--- src/hdl/wis_pkg.sv ---
package wis_pkg;

  localparam int unsigned MAX_ENTRIES = 16;
  localparam int unsigned IDX_W       = $clog2(MAX_ENTRIES);
  localparam int unsigned CNT_W       = $clog2(MAX_ENTRIES + 1);
  localparam int unsigned WEIGHT_W    = 16;
  localparam int unsigned DRAW_W      = 31;
  localparam int unsigned TOT_W       = WEIGHT_W + IDX_W;
  localparam int unsigned SCALE       = 1000;
  localparam int unsigned SPAN        = 999;
  localparam int unsigned SEL_W       = 10;
  localparam int unsigned CUM_W       = 11;
  localparam int unsigned PROD_W      = WEIGHT_W + 10;
  localparam int unsigned DVD_W       = PROD_W;
  localparam int unsigned DVS_W       = TOT_W;
  localparam int unsigned DIV_CW      = $clog2(DVD_W + 1);
  localparam int unsigned OUT_IDX_W   = 4;
  // draw reduction: 2**FOLD_W is congruent to FOLD_MUL modulo SPAN
  localparam int unsigned FOLD_W      = 10;
  localparam int unsigned FOLD_MUL    = (1 << FOLD_W) % SPAN;

endpackage

--- src/hdl/wis_store.sv ---
module wis_store
  import wis_pkg::*;
(
  input  logic                clk_i,
  input  logic                wr_en_i,
  input  logic [IDX_W-1:0]    wr_addr_i,
  input  logic [WEIGHT_W-1:0] wr_data_i,
  input  logic [IDX_W-1:0]    rd_addr_i,
  output logic [WEIGHT_W-1:0] rd_data_o
);

  logic [WEIGHT_W-1:0] mem [MAX_ENTRIES];
  logic [WEIGHT_W-1:0] rd_data_q;

  always_ff @(posedge clk_i) begin
    if (wr_en_i) begin
      mem[wr_addr_i] <= wr_data_i;
    end
    rd_data_q <= mem[rd_addr_i];
  end

  assign rd_data_o = rd_data_q;

endmodule

--- src/hdl/wis_divider.sv ---
module wis_divider
  import wis_pkg::*;
(
  input  logic             clk_i,
  input  logic             rst_ni,
  input  logic             start_i,
  input  logic [DVD_W-1:0] dividend_i,
  input  logic [DVS_W-1:0] divisor_i,
  output logic             busy_o,
  output logic             done_o,
  output logic [DVD_W-1:0] quotient_o
);

  logic              busy_q;
  logic              done_q;
  logic [DIV_CW-1:0] cnt_q;
  logic [DVD_W-1:0]  quo_q;
  logic [DVS_W-1:0]  rem_q;
  logic [DVS_W-1:0]  dvs_q;
  logic [DVS_W+1:0]  diff;
  logic              q_bit;
  logic [DVS_W-1:0]  rem_d;

  // restoring step: shift in next dividend bit, subtract when it fits
  assign diff  = {1'b0, rem_q, quo_q[DVD_W-1]} - {2'b00, dvs_q};
  assign q_bit = ~diff[DVS_W+1];
  assign rem_d = q_bit ? diff[DVS_W-1:0] : {rem_q[DVS_W-2:0], quo_q[DVD_W-1]};

  always_ff @(posedge clk_i or negedge rst_ni) begin
    if (!rst_ni) begin
      busy_q <= 1'b0;
      done_q <= 1'b0;
      cnt_q  <= '0;
    end else begin
      done_q <= 1'b0;
      if (start_i) begin
        busy_q <= 1'b1;
        cnt_q  <= DIV_CW'(DVD_W);
      end else if (busy_q) begin
        cnt_q <= cnt_q - 1'b1;
        if (cnt_q == DIV_CW'(1)) begin
          busy_q <= 1'b0;
          done_q <= 1'b1;
        end
      end
    end
  end

  always_ff @(posedge clk_i) begin
    if (start_i) begin
      quo_q <= dividend_i;
      rem_q <= '0;
      dvs_q <= divisor_i;
    end else if (busy_q) begin
      quo_q <= {quo_q[DVD_W-2:0], q_bit};
      rem_q <= rem_d;
    end
  end

  assign busy_o     = busy_q;
  assign done_o     = done_q;
  assign quotient_o = quo_q;

endmodule

--- src/hdl/weighted_index_selector.sv ---
// Weight words are accepted back to back while the selector is idle.
// The word marked last starts a selection: the draw is folded mod 999, then each
// entry walked takes a memory read, a multiply and a 26-step divide, for at most
// MAX_ENTRIES-1 entries; the last entry needs no divide; a zero total skips the walk.
// The result sits in an output register; the next list can load while it waits.
// Reset (rst_ni low, asynchronous) empties the list and drops any pending result.
module weighted_index_selector
  import wis_pkg::*;
(
  input  logic        clk_i,
  input  logic        rst_ni,
  input  logic        s_axis_tvalid_i,
  output logic        s_axis_tready_o,
  input  logic [47:0] s_axis_tdata_i,   // weight[15:0], draw[46:16], zero pad
  input  logic        s_axis_tlast_i,   // last_entry
  output logic        m_axis_tvalid_o,
  input  logic        m_axis_tready_i,
  output logic [7:0]  m_axis_tdata_o,   // chosen_index[3:0], zero pad
  output logic        m_axis_tuser_o    // total_zero
);

  typedef enum logic [2:0] {
    S_IDLE,
    S_MOD,
    S_RD,
    S_MUL,
    S_DIV,
    S_DONE
  } state_e;

  state_e              state_q;
  logic [CNT_W-1:0]    cnt_q;
  logic [TOT_W-1:0]    total_q;
  logic [SEL_W-1:0]    sel_q;
  logic [CUM_W-1:0]    cum_q;
  logic [IDX_W-1:0]    i_q;
  logic [IDX_W-1:0]    res_q;
  logic                zero_q;
  logic                out_valid_q;
  logic [OUT_IDX_W-1:0] out_idx_q;
  logic                out_zero_q;
  logic [DRAW_W-1:0]   mod_q;

  logic [WEIGHT_W-1:0] in_weight;
  logic [DRAW_W-1:0]   in_draw;
  logic                accept;
  logic                room;
  logic [TOT_W-1:0]    total_d;
  logic [CNT_W-1:0]    cnt_d;
  logic                mem_we;
  logic [WEIGHT_W-1:0] rd_data;
  logic [PROD_W-1:0]   prod;
  logic                dv_start;
  logic [DVD_W-1:0]    dv_dividend;
  logic [DVS_W-1:0]    dv_divisor;
  logic                dv_busy;
  logic                dv_done;
  logic [DVD_W-1:0]    dv_quo;
  logic [CUM_W-1:0]    cum_d;
  logic                walk_end;
  logic [31:0]         res_ext;
  logic [DRAW_W-1:0]   mod_hi;
  logic [DRAW_W-1:0]   fold_d;
  logic                mod_small;
  logic [SEL_W-1:0]    mod_low;
  logic [SEL_W-1:0]    sel_d;
  logic                out_load;

  assign in_weight = s_axis_tdata_i[15:0];
  assign in_draw   = s_axis_tdata_i[46:16];

  assign s_axis_tready_o = (state_q == S_IDLE);
  assign accept          = s_axis_tvalid_i && s_axis_tready_o;
  assign room            = (cnt_q < CNT_W'(MAX_ENTRIES));
  assign mem_we          = accept && room;
  assign total_d         = room ? total_q + TOT_W'(in_weight) : total_q;
  assign cnt_d           = room ? cnt_q + 1'b1 : cnt_q;

  wis_store u_store (
    .clk_i     (clk_i),
    .wr_en_i   (mem_we),
    .wr_addr_i (cnt_q[IDX_W-1:0]),
    .wr_data_i (in_weight),
    .rd_addr_i (i_q),
    .rd_data_o (rd_data)
  );

  // draw mod SPAN: fold the bits above FOLD_W down until the value fits,
  // then one compare and subtract, and one is added (range 1..SPAN)
  assign mod_hi    = DRAW_W'(mod_q[DRAW_W-1:FOLD_W]);
  assign fold_d    = mod_hi * DRAW_W'(FOLD_MUL) + DRAW_W'(mod_q[FOLD_W-1:0]);
  assign mod_small = (mod_q[DRAW_W-1:FOLD_W] == '0);
  assign mod_low   = SEL_W'(mod_q[FOLD_W-1:0]);
  assign sel_d     = (mod_low >= SEL_W'(SPAN)) ? mod_low - SEL_W'(SPAN) + 1'b1
                                               : mod_low + 1'b1;

  assign prod = PROD_W'(rd_data) * PROD_W'(SCALE);

  // divider: weight*SCALE / total per entry
  assign dv_start    = (state_q == S_MUL);
  assign dv_dividend = DVD_W'(prod);
  assign dv_divisor  = total_q;

  wis_divider u_div (
    .clk_i      (clk_i),
    .rst_ni     (rst_ni),
    .start_i    (dv_start),
    .dividend_i (dv_dividend),
    .divisor_i  (dv_divisor),
    .busy_o     (dv_busy),
    .done_o     (dv_done),
    .quotient_o (dv_quo)
  );

  assign cum_d    = cum_q + dv_quo[CUM_W-1:0];
  assign walk_end = (CNT_W'(i_q) + 1'b1) >= cnt_q;
  assign out_load = (state_q == S_DONE) && (!out_valid_q || m_axis_tready_i);

  always_ff @(posedge clk_i or negedge rst_ni) begin
    if (!rst_ni) begin
      state_q     <= S_IDLE;
      cnt_q       <= '0;
      total_q     <= '0;
      sel_q       <= '0;
      cum_q       <= '0;
      i_q         <= '0;
      res_q       <= '0;
      zero_q      <= 1'b0;
      out_valid_q <= 1'b0;
      out_idx_q   <= '0;
      out_zero_q  <= 1'b0;
      mod_q       <= '0;
    end else begin
      if (out_load) begin
        out_valid_q <= 1'b1;
      end else if (m_axis_tready_i) begin
        out_valid_q <= 1'b0;
      end
      unique case (state_q)
        S_IDLE: begin
          if (accept) begin
            cnt_q   <= cnt_d;
            total_q <= total_d;
            if (s_axis_tlast_i) begin
              res_q <= '0;
              i_q   <= '0;
              cum_q <= '0;
              mod_q <= in_draw;
              if (total_d == '0) begin
                zero_q  <= 1'b1;
                state_q <= S_DONE;
              end else begin
                zero_q  <= 1'b0;
                state_q <= S_MOD;
              end
            end
          end
        end
        S_MOD: begin
          if (mod_small) begin
            sel_q   <= sel_d;
            state_q <= S_RD;
          end else begin
            mod_q <= fold_d;
          end
        end
        S_RD: begin
          if (walk_end) begin
            res_q   <= IDX_W'(cnt_q - 1'b1);
            state_q <= S_DONE;
          end else begin
            state_q <= S_MUL;
          end
        end
        S_MUL: begin
          state_q <= S_DIV;
        end
        S_DIV: begin
          if (dv_done) begin
            cum_q <= cum_d;
            if (cum_d >= CUM_W'(sel_q)) begin
              res_q   <= i_q;
              state_q <= S_DONE;
            end else begin
              i_q     <= i_q + 1'b1;
              state_q <= S_RD;
            end
          end
        end
        S_DONE: begin
          if (out_load) begin
            out_idx_q  <= res_ext[OUT_IDX_W-1:0];
            out_zero_q <= zero_q;
            cnt_q      <= '0;
            total_q    <= '0;
            state_q    <= S_IDLE;
          end
        end
        default: begin
          state_q <= S_IDLE;
        end
      endcase
    end
  end

  assign res_ext = 32'(res_q);

  assign m_axis_tvalid_o = out_valid_q;
  assign m_axis_tdata_o  = {4'b0000, out_idx_q};
  assign m_axis_tuser_o  = out_zero_q;

`ifndef SYNTHESIS
  a_div_idle_on_start: assert property (@(posedge clk_i) disable iff (!rst_ni)
    dv_start |-> !dv_busy)
    else $error("divider started while busy");

  a_count_bound: assert property (@(posedge clk_i) disable iff (!rst_ni)
    cnt_q <= CNT_W'(MAX_ENTRIES))
    else $error("entry count beyond capacity");

  a_zero_index: assert property (@(posedge clk_i) disable iff (!rst_ni)
    (m_axis_tvalid_o && m_axis_tuser_o) |-> (m_axis_tdata_o[3:0] == 4'd0))
    else $error("zero total with nonzero index");

  a_done_in_wait: assert property (@(posedge clk_i) disable iff (!rst_ni)
    (state_q == S_MUL) |=> (state_q == S_DIV) && dv_busy)
    else $error("divide not running after start");
`endif

endmodule
--- config.mk ---
export PLATFORM = sky130hd
export DESIGN_NAME = weighted_index_selector
export DESIGN_NICKNAME = d
export VERILOG_FILES = /design/src/hdl/wis_pkg.sv /design/src/hdl/wis_store.sv /design/src/hdl/wis_divider.sv /design/src/hdl/weighted_index_selector.sv
export SDC_FILE = /design/constraint.sdc
export NUM_CORES = 1
export LEC_CHECK = 0
export ABC_AREA = 1
export BUFFER_PORTS_ARGS = -buffer_cell sky130_fd_sc_hd__buf_2
export CAP_MARGIN = 20
export CORE_AREA = 2 2 245 199
export CTS_BUF_LIST = sky130_fd_sc_hd__clkbuf_16
export CTS_CLUSTER_SIZE = 8
export DETAILED_ROUTE_END_ITERATION = 6
export DIE_AREA = 0 0 247 201
export PLACE_DENSITY = 0.76
export SKIP_CTS_REPAIR_TIMING = 1
export SLEW_MARGIN = 20
export SYNTH_ARGS = -nofsm -noshare
export SYNTH_HDL_FRONTEND = slang
export SYNTH_HIERARCHICAL = 1
export SYNTH_SLANG_ARGS = --single-unit
--- constraint.sdc ---
create_clock -name clk_i -period 5.29 [get_ports clk_i]
set_input_delay 0.529 -clock clk_i [delete_from_list [all_inputs] [get_ports clk_i]]
set_output_delay 0.529 -clock clk_i [all_outputs]
set_load 0.01 [all_outputs]
# Word-level counts from Yosys, hierarchy flattened
# Memory sizes are Yosys's and may differ from the RTL's. A register that Yosys moved wholly into a read port is not among the register bits.
# Index checks and enable logic that the tools add are counted.
word_totals:
  ff_bits: 168
  mem_bits_rw: 256
  in_bits: 53
  output_inout_bits: 11
  elab_cells: 130
  mem_count: 1
memory_table:
  columns: ["memory", "words", "width", "rd", "rd_clocked_by_memory_dff", "wr", "line", "text"]
  rows:
  - ["u_store.mem", 16, 16, 1, 1, 1, "wis_store.sv:12", "logic [WEIGHT_W-1:0] mem [MAX_ENTRIES];"]
classes:
  add_sub_neg: 12
  multipliers: 2
  n_lt_le_gt_ge: 4
  eq_ne: 16
  mux: 51
  bitwise_logic: 1
  reduce_logical: 24
ops:
  columns: ["operator", "count"]
  rows:
  - ["$mux 31", 3]
  - ["$mux 20", 4]
  - ["$pmux 31 s2", 1]
  - ["$mux 26", 2]
  - ["$pmux 20 s2", 1]
  - ["$mux 11", 3]
  - ["$mux 4", 7]
  - ["$add 26x10->27", 1]
  - ["$mul 21x5->26 const B", 1]
  - ["$mux 5", 5]
  - ["$mux 3", 8]
  - ["$mul 16x7->23 const B", 1]
  - ["$pmux 11 s2", 1]
  - ["$sub 21x20->22", 1]
  - ["$logic_not 21->1", 1]
  - ["$add 10x1->10 const B", 2]
  - ["$add 20x16->20", 1]
  - ["$logic_not 20->1", 1]
  - ["$pmux 3 s6", 1]
  - ["$ne 2x2->1 const B", 6]
  - ["$pmux 4 s3", 1]
  - ["$reduce_and 4->1", 3]
  - ["$add 11x11->11", 1]
  - ["$ge 11x10->1", 1]
  - ["other kinds (29)", 53]

# Depth between registers and ports, before layout
depth:
  ltp_word: 7
  ltp_mapped: 22
  ltp_nobuf: 22

# Hierarchy
# Netlist, hierarchy kept.
by_module_without_submodules:
  columns: ["module", "instances", "cells_each", "area_each_um2", "seq_area_each_um2"]
  rows:
  - ["weighted_index_selector", 1, 1588, 12209.2, 2377.3]
  - ["wis_store", 1, 1074, 11380.9, 8007.7]
  - ["wis_divider", 1, 608, 4503.1, 1956.9]

# Least setup slack after synthesis
# OpenSTA, ideal clock, no wires.
synth_timing:
  path_type: "flip-flop to flip-flop"
  start: "register u_store.rd_data_q[1], in the netlist u_store/rd_data_o[1] (read register of u_store.mem)"
  end: "register u_div.quo_q[23], in the netlist u_div/quotient_o[23] (data pin)"
  setup_time_ps: 253
  arrival_time_ps: 4035
  required_ps: 5037
  setup_slack_ps: 1003
  stages_incl_launch_ff: 19
  n_path_buf: 0
  synth_period_minus_slack_ps: 4287
  cell_sequence: "dfxtp_1 > inv_1 > fa_1 > fa_1 > fa_1 > fa_1 > inv_1 > ha_1 > a21oi_1 > o21ai_0 > a21oi_1 > o21ai_2 > a21oi_2 > o21ai_2 > nand3_1 > nand2_1 > xor2_1 > nand2_1 > nand2_1"
synth_via:
  elab_chain_cells: 2
synth_lines:
  columns: ["item", "line", "text"]
  rows:
  - ["from (decl)", "wis_store.sv:13", "logic [WEIGHT_W-1:0] rd_data_q;"]
  - ["$mul 16x7->23", "weighted_index_selector.sv:97", "assign prod = PROD_W'(rd_data) * PROD_W'(SCALE);"]
  - ["named net dv_dividend[23]", "weighted_index_selector.sv:54", "logic [DVD_W-1:0] dv_dividend;"]
  - ["$mux 26", "wis_divider.sv:50", "if (start_i) begin"]
  - ["to (signal assigned)", "wis_divider.sv:51", "quo_q <= dividend_i;"]
  - ["to (signal assigned)", "wis_divider.sv:55", "quo_q <= {quo_q[DVD_W-2:0], q_bit};"]
  - ["to (decl)", "wis_divider.sv:17", "logic [DVD_W-1:0] quo_q;"]
# The timed path passes the listed nets, and every way through them passes these cells.
# A chain may end at the register's enable or synchronous reset.

# Worst setup path in the final report
layout_timing:
  start: "register u_store.rd_data_q[2], in the netlist u_store/rd_data_o[2] (read register of u_store.mem)"
  end: "register u_div.quo_q[23], in the netlist u_div/quotient_o[23] (data pin)"
# The elaborated chain is that of the path after synthesis.

==> flow_metrics.tcl <==
set metrics [dict create \
    synth.cell_area_um2 28100 \
    synth.top_cells.by_area "sky130_fd_sc_hd__edfxtp_1 32%, sky130_fd_sc_hd__nand2_1 12%, sky130_fd_sc_hd__ha_1 9.3%" \
    cts.reportedPaths.clkPinSlew_ps 50 \
    critPathLaunchType "flop" \
    timing.fmax_mhz 215 \
    cts_made_buffers 61 \
    dieHeight_um 201 \
    vias 21900 \
    count_of_buffering_cells_on_the_critical_path_with_inverters_included 2 \
    bufs_on_longest_clock_path 3 \
    drt_first_pass_iters 6 \
    run_status "finished clean" \
    worst_path_largest_cell_delay_ps 550 \
    starting_density_of_the_core_pct 59.2 \
    cp.required_ps 5660 \
    grt_antenna_before_repair 4 \
    synth-seq-area-share_pct 43.9 \
    final_net_count 3683 \
    fin_skew_ps 45.8 \
    std_cell_rows 72 \
    ys_top_cells_by_count "901 x sky130_fd_sc_hd__nand2_1, 627 x sky130_fd_sc_hd__inv_1, 322 x sky130_fd_sc_hd__nand3_1, 302 x sky130_fd_sc_hd__edfxtp_1, 208 x sky130_fd_sc_hd__ha_1" \
    synth_ff_type "sky130_fd_sc_hd__edfxtp_1" \
    grt.total_usage_pct 27.7 \
    synth_mux_area_share_pct 0.0356 \
    design.die.area_um2 49600 \
    post_drt_via_cell_ratio 5.47 \
    synthesis.yosys.warnings 6 \
    cts_tree "built" \
    worstMarginPinSlew_ps 920 \
    setup_viol 0 \
    global_route.overflow_total 0 \
    drive_gt1_share_pct 7.48 \
    worstPathMaxFanout 6 \
    yosys.area_share.simple_pct 22.6 \
    kind_of_critical_path "flop to flop" \
    cp_common_cell "sky130_fd_sc_hd__fa_1" \
    yosys.cell_types.count 62 \
    hold_class "primary input to asynchronous set/reset pin" \
    cts-root-buf "sky130_fd_sc_hd__clkbuf_16" \
    dp_hpwl_mm 47.7 \
    placement.io_buffers 58 \
    synth_enable_flop_cells 302 \
    die_w_um 247 \
    finalSetupTns_ps 0 \
    htree_levels 2 \
    synthMostInstantiatedCell "sky130_fd_sc_hd__nand2_1" \
    cts.sink_count 440 \
    wl_mm 67.4 \
    critical_path.cell_chain "inv_1 -> fa_1 -> fa_1 -> fa_1 -> fa_1 -> inv_1 -> ha_1 -> a21oi_1 -> o21ai_0 -> a21oi_1 -> o21ai_2 -> a21oi_2 -> o21ai_2 -> nand3_1 -> nand2_1 -> xor2_1 -> nand2_1 -> nand2_1" \
    synth.avg_cell_area_um2 8.59 \
    async_reset_ff_share_pct 23.2 \
    layout_worst_path_cycle_share_pct 87.8 \
    period_minus_slack_ps 4640 \
    first_global_vias 21800 \
    core_um2 47500 \
    drt_drc_violations_left 0 \
    grt_first_pass_wirelength_mm 110 \
    avgRoutedWirePerCell_um 16.8 \
    synth_instances 3270 \
    post-route-util_pct 64.6 \
    crit_path_top_delay_cell "sky130_fd_sc_hd__fa_1" \
    yosysTopAreaCellShare_pct 32.3 \
    synth_top_family_by_area "simple AND/OR/NAND/NOR gates" \
    worst_relative_slew_slack_pct 38.7 \
    timing.max_cap.violations 0 \
    hold_viol 0 \
    synth_top_cell_by_area "sky130_fd_sc_hd__edfxtp_1" \
    synth-xor-area-share_pct 1.71 \
    slew_viol_final 0 \
    synthAdderAreaFrac_pct 15.0 \
    rsz0062_at_grt "no" \
    design.portCount 64 \
    clock_insertion_delay_worst_skew_ps 660 \
    area_growth_pct 9.15 \
    postSynthRegisterBits 440 \
    remaining_antenna_violation_count_after_routing 0 \
    gp_congestion 0.932 \
    cp_top_family "adder cells" \
    pin_count_of_the_biggest_net_entering_global_routing 73 \
    critPathArrivalTime_ps 5010 \
    drt-initial-drc-count 1958 \
    endpoint_kind "flop" \
    synth-compound-area-share_pct 6.21 \
]
## cell type report
cell class / instances / area, µm²
Sequential cell: 440 / 12300
Clock inverter: 32 / 204
Timing Repair Buffer: 91 / 541
Multi-Input combinational cell: 2103 / 12800
Fill cell: 3797 / 16800
Antenna cell: 1 / 2.50
Clock buffer: 61 / 1530
Inverter: 644 / 2420
Tap cell: 629 / 787
## cell families after synthesis
family / after synthesis
AO/OA/AOI/OAI: 285
XOR/XNOR: 55
adder cells (fa/ha/maj): 289
buffers and inverters: 733
flip-flops: 440
multiplexers: 1
other: 1
AND/OR/NAND/NOR: 1466
## routing by layer
| metal | up-vias | global-route usage, % | share of wire [%] |
|---|---|---|---|
| li1 | 10600 | - | - |
| met1 | 10400 | 40.6 | 45 |
| met2 | 701 | 43.3 | 45 |
| met3 | 112 | 3.85 | 7.2 |
| met4 | 2 | 8.00 | 2.2 |
| met5 | - | 0 | 0.019 |
## cells in the final DEF (no fill, tap or decap), types with 57 or more instances in the layout
| cell | n |
|---|---|
| sky130_fd_sc_hd__nand2_1 | 901 |
| sky130_fd_sc_hd__clkbuf_16 | 61 |
| sky130_fd_sc_hd__o21ai_0 | 66 |
| sky130_fd_sc_hd__edfxtp_1 | 302 |
| sky130_fd_sc_hd__nor2_1 | 117 |
| sky130_fd_sc_hd__nand3_1 | 322 |
| sky130_fd_sc_hd__fa_1 | 81 |
| sky130_fd_sc_hd__ha_1 | 208 |
| sky130_fd_sc_hd__a21oi_1 | 86 |
| sky130_fd_sc_hd__dfrtp_1 | 100 |
| sky130_fd_sc_hd__inv_1 | 655 |
| sky130_fd_sc_hd__buf_2 | 57 |
## through the flow
stage	hold slack, ps	area [µm²]	setup slack [ps]	instances
floorplan	233	28100	1000	3276
global placement	459	28900	749	3907
detailed placement	466	28900	633	3907
CTS	56.1	30700	632	4000
global route	104	30700	357	4000
finish	31.4	30700	648	4001
## state kept, by name (all words and copies together) (netlist names)
| signal | cells |
|---|---|
| u_div/rem_q | 20 |
| m_axis_tvalid_o | 1 |
| state_q | 3 |
| cnt_q | 5 |
| i_q | 4 |
| mod_q | 31 |
| out_idx_q | 4 |
| m_axis_tuser_o | 1 |
| u_store/rd_data_o | 16 |
| zero_q | 1 |
| u_div/dvs_q | 20 |
| res_q | 4 |
| u_div/done_o | 1 |
| sel_q | 10 |
| u_div/quotient_o | 26 |
| dv_divisor | 20 |
| u_store/mem | 256 |
| u_div/cnt_q | 5 |
| u_div/busy_o | 1 |
| cum_q | 11 |
## worst register-to-register path, cell delays in order, from the launching register on
cell	delay, ps
sky130_fd_sc_hd__dfxtp_1	420
sky130_fd_sc_hd__inv_1	130
sky130_fd_sc_hd__fa_1	510
sky130_fd_sc_hd__fa_1	550
sky130_fd_sc_hd__fa_1	440
sky130_fd_sc_hd__fa_1	520
sky130_fd_sc_hd__inv_1	40
sky130_fd_sc_hd__ha_1	370
sky130_fd_sc_hd__a21oi_1	220
sky130_fd_sc_hd__o21ai_0	140
sky130_fd_sc_hd__a21oi_1	250
sky130_fd_sc_hd__o21ai_2	110
sky130_fd_sc_hd__a21oi_2	200
sky130_fd_sc_hd__o21ai_2	80
sky130_fd_sc_hd__nand3_1	80
sky130_fd_sc_hd__nand2_1	60
sky130_fd_sc_hd__xor2_1	150
sky130_fd_sc_hd__nand2_1	70
sky130_fd_sc_hd__nand2_1	50
## final timing paths
kind | from | endpoint | slack (ps) | depth (start not counted)
max | u_store/rd_data_o[2] | u_div/quotient_o[23] | 650 | 18
max reg2reg | u_store/rd_data_o[2] | u_div/quotient_o[23] | 650 | 18
min reg2reg | u_div/rem_q[11] | u_div/rem_q[11] | 480 | 2
min | rst_ni | dv_divisor[3] | 30 | 1
min in group clk_i | s_axis_tdata_i[46] | mod_q[30] | 120 | 3
max in group asynchronous | rst_ni | i_q[0] | 4180 | 2
Power is not shown: default switching activity piles up to over one toggle a cycle in this logic, so the estimate is an artifact.
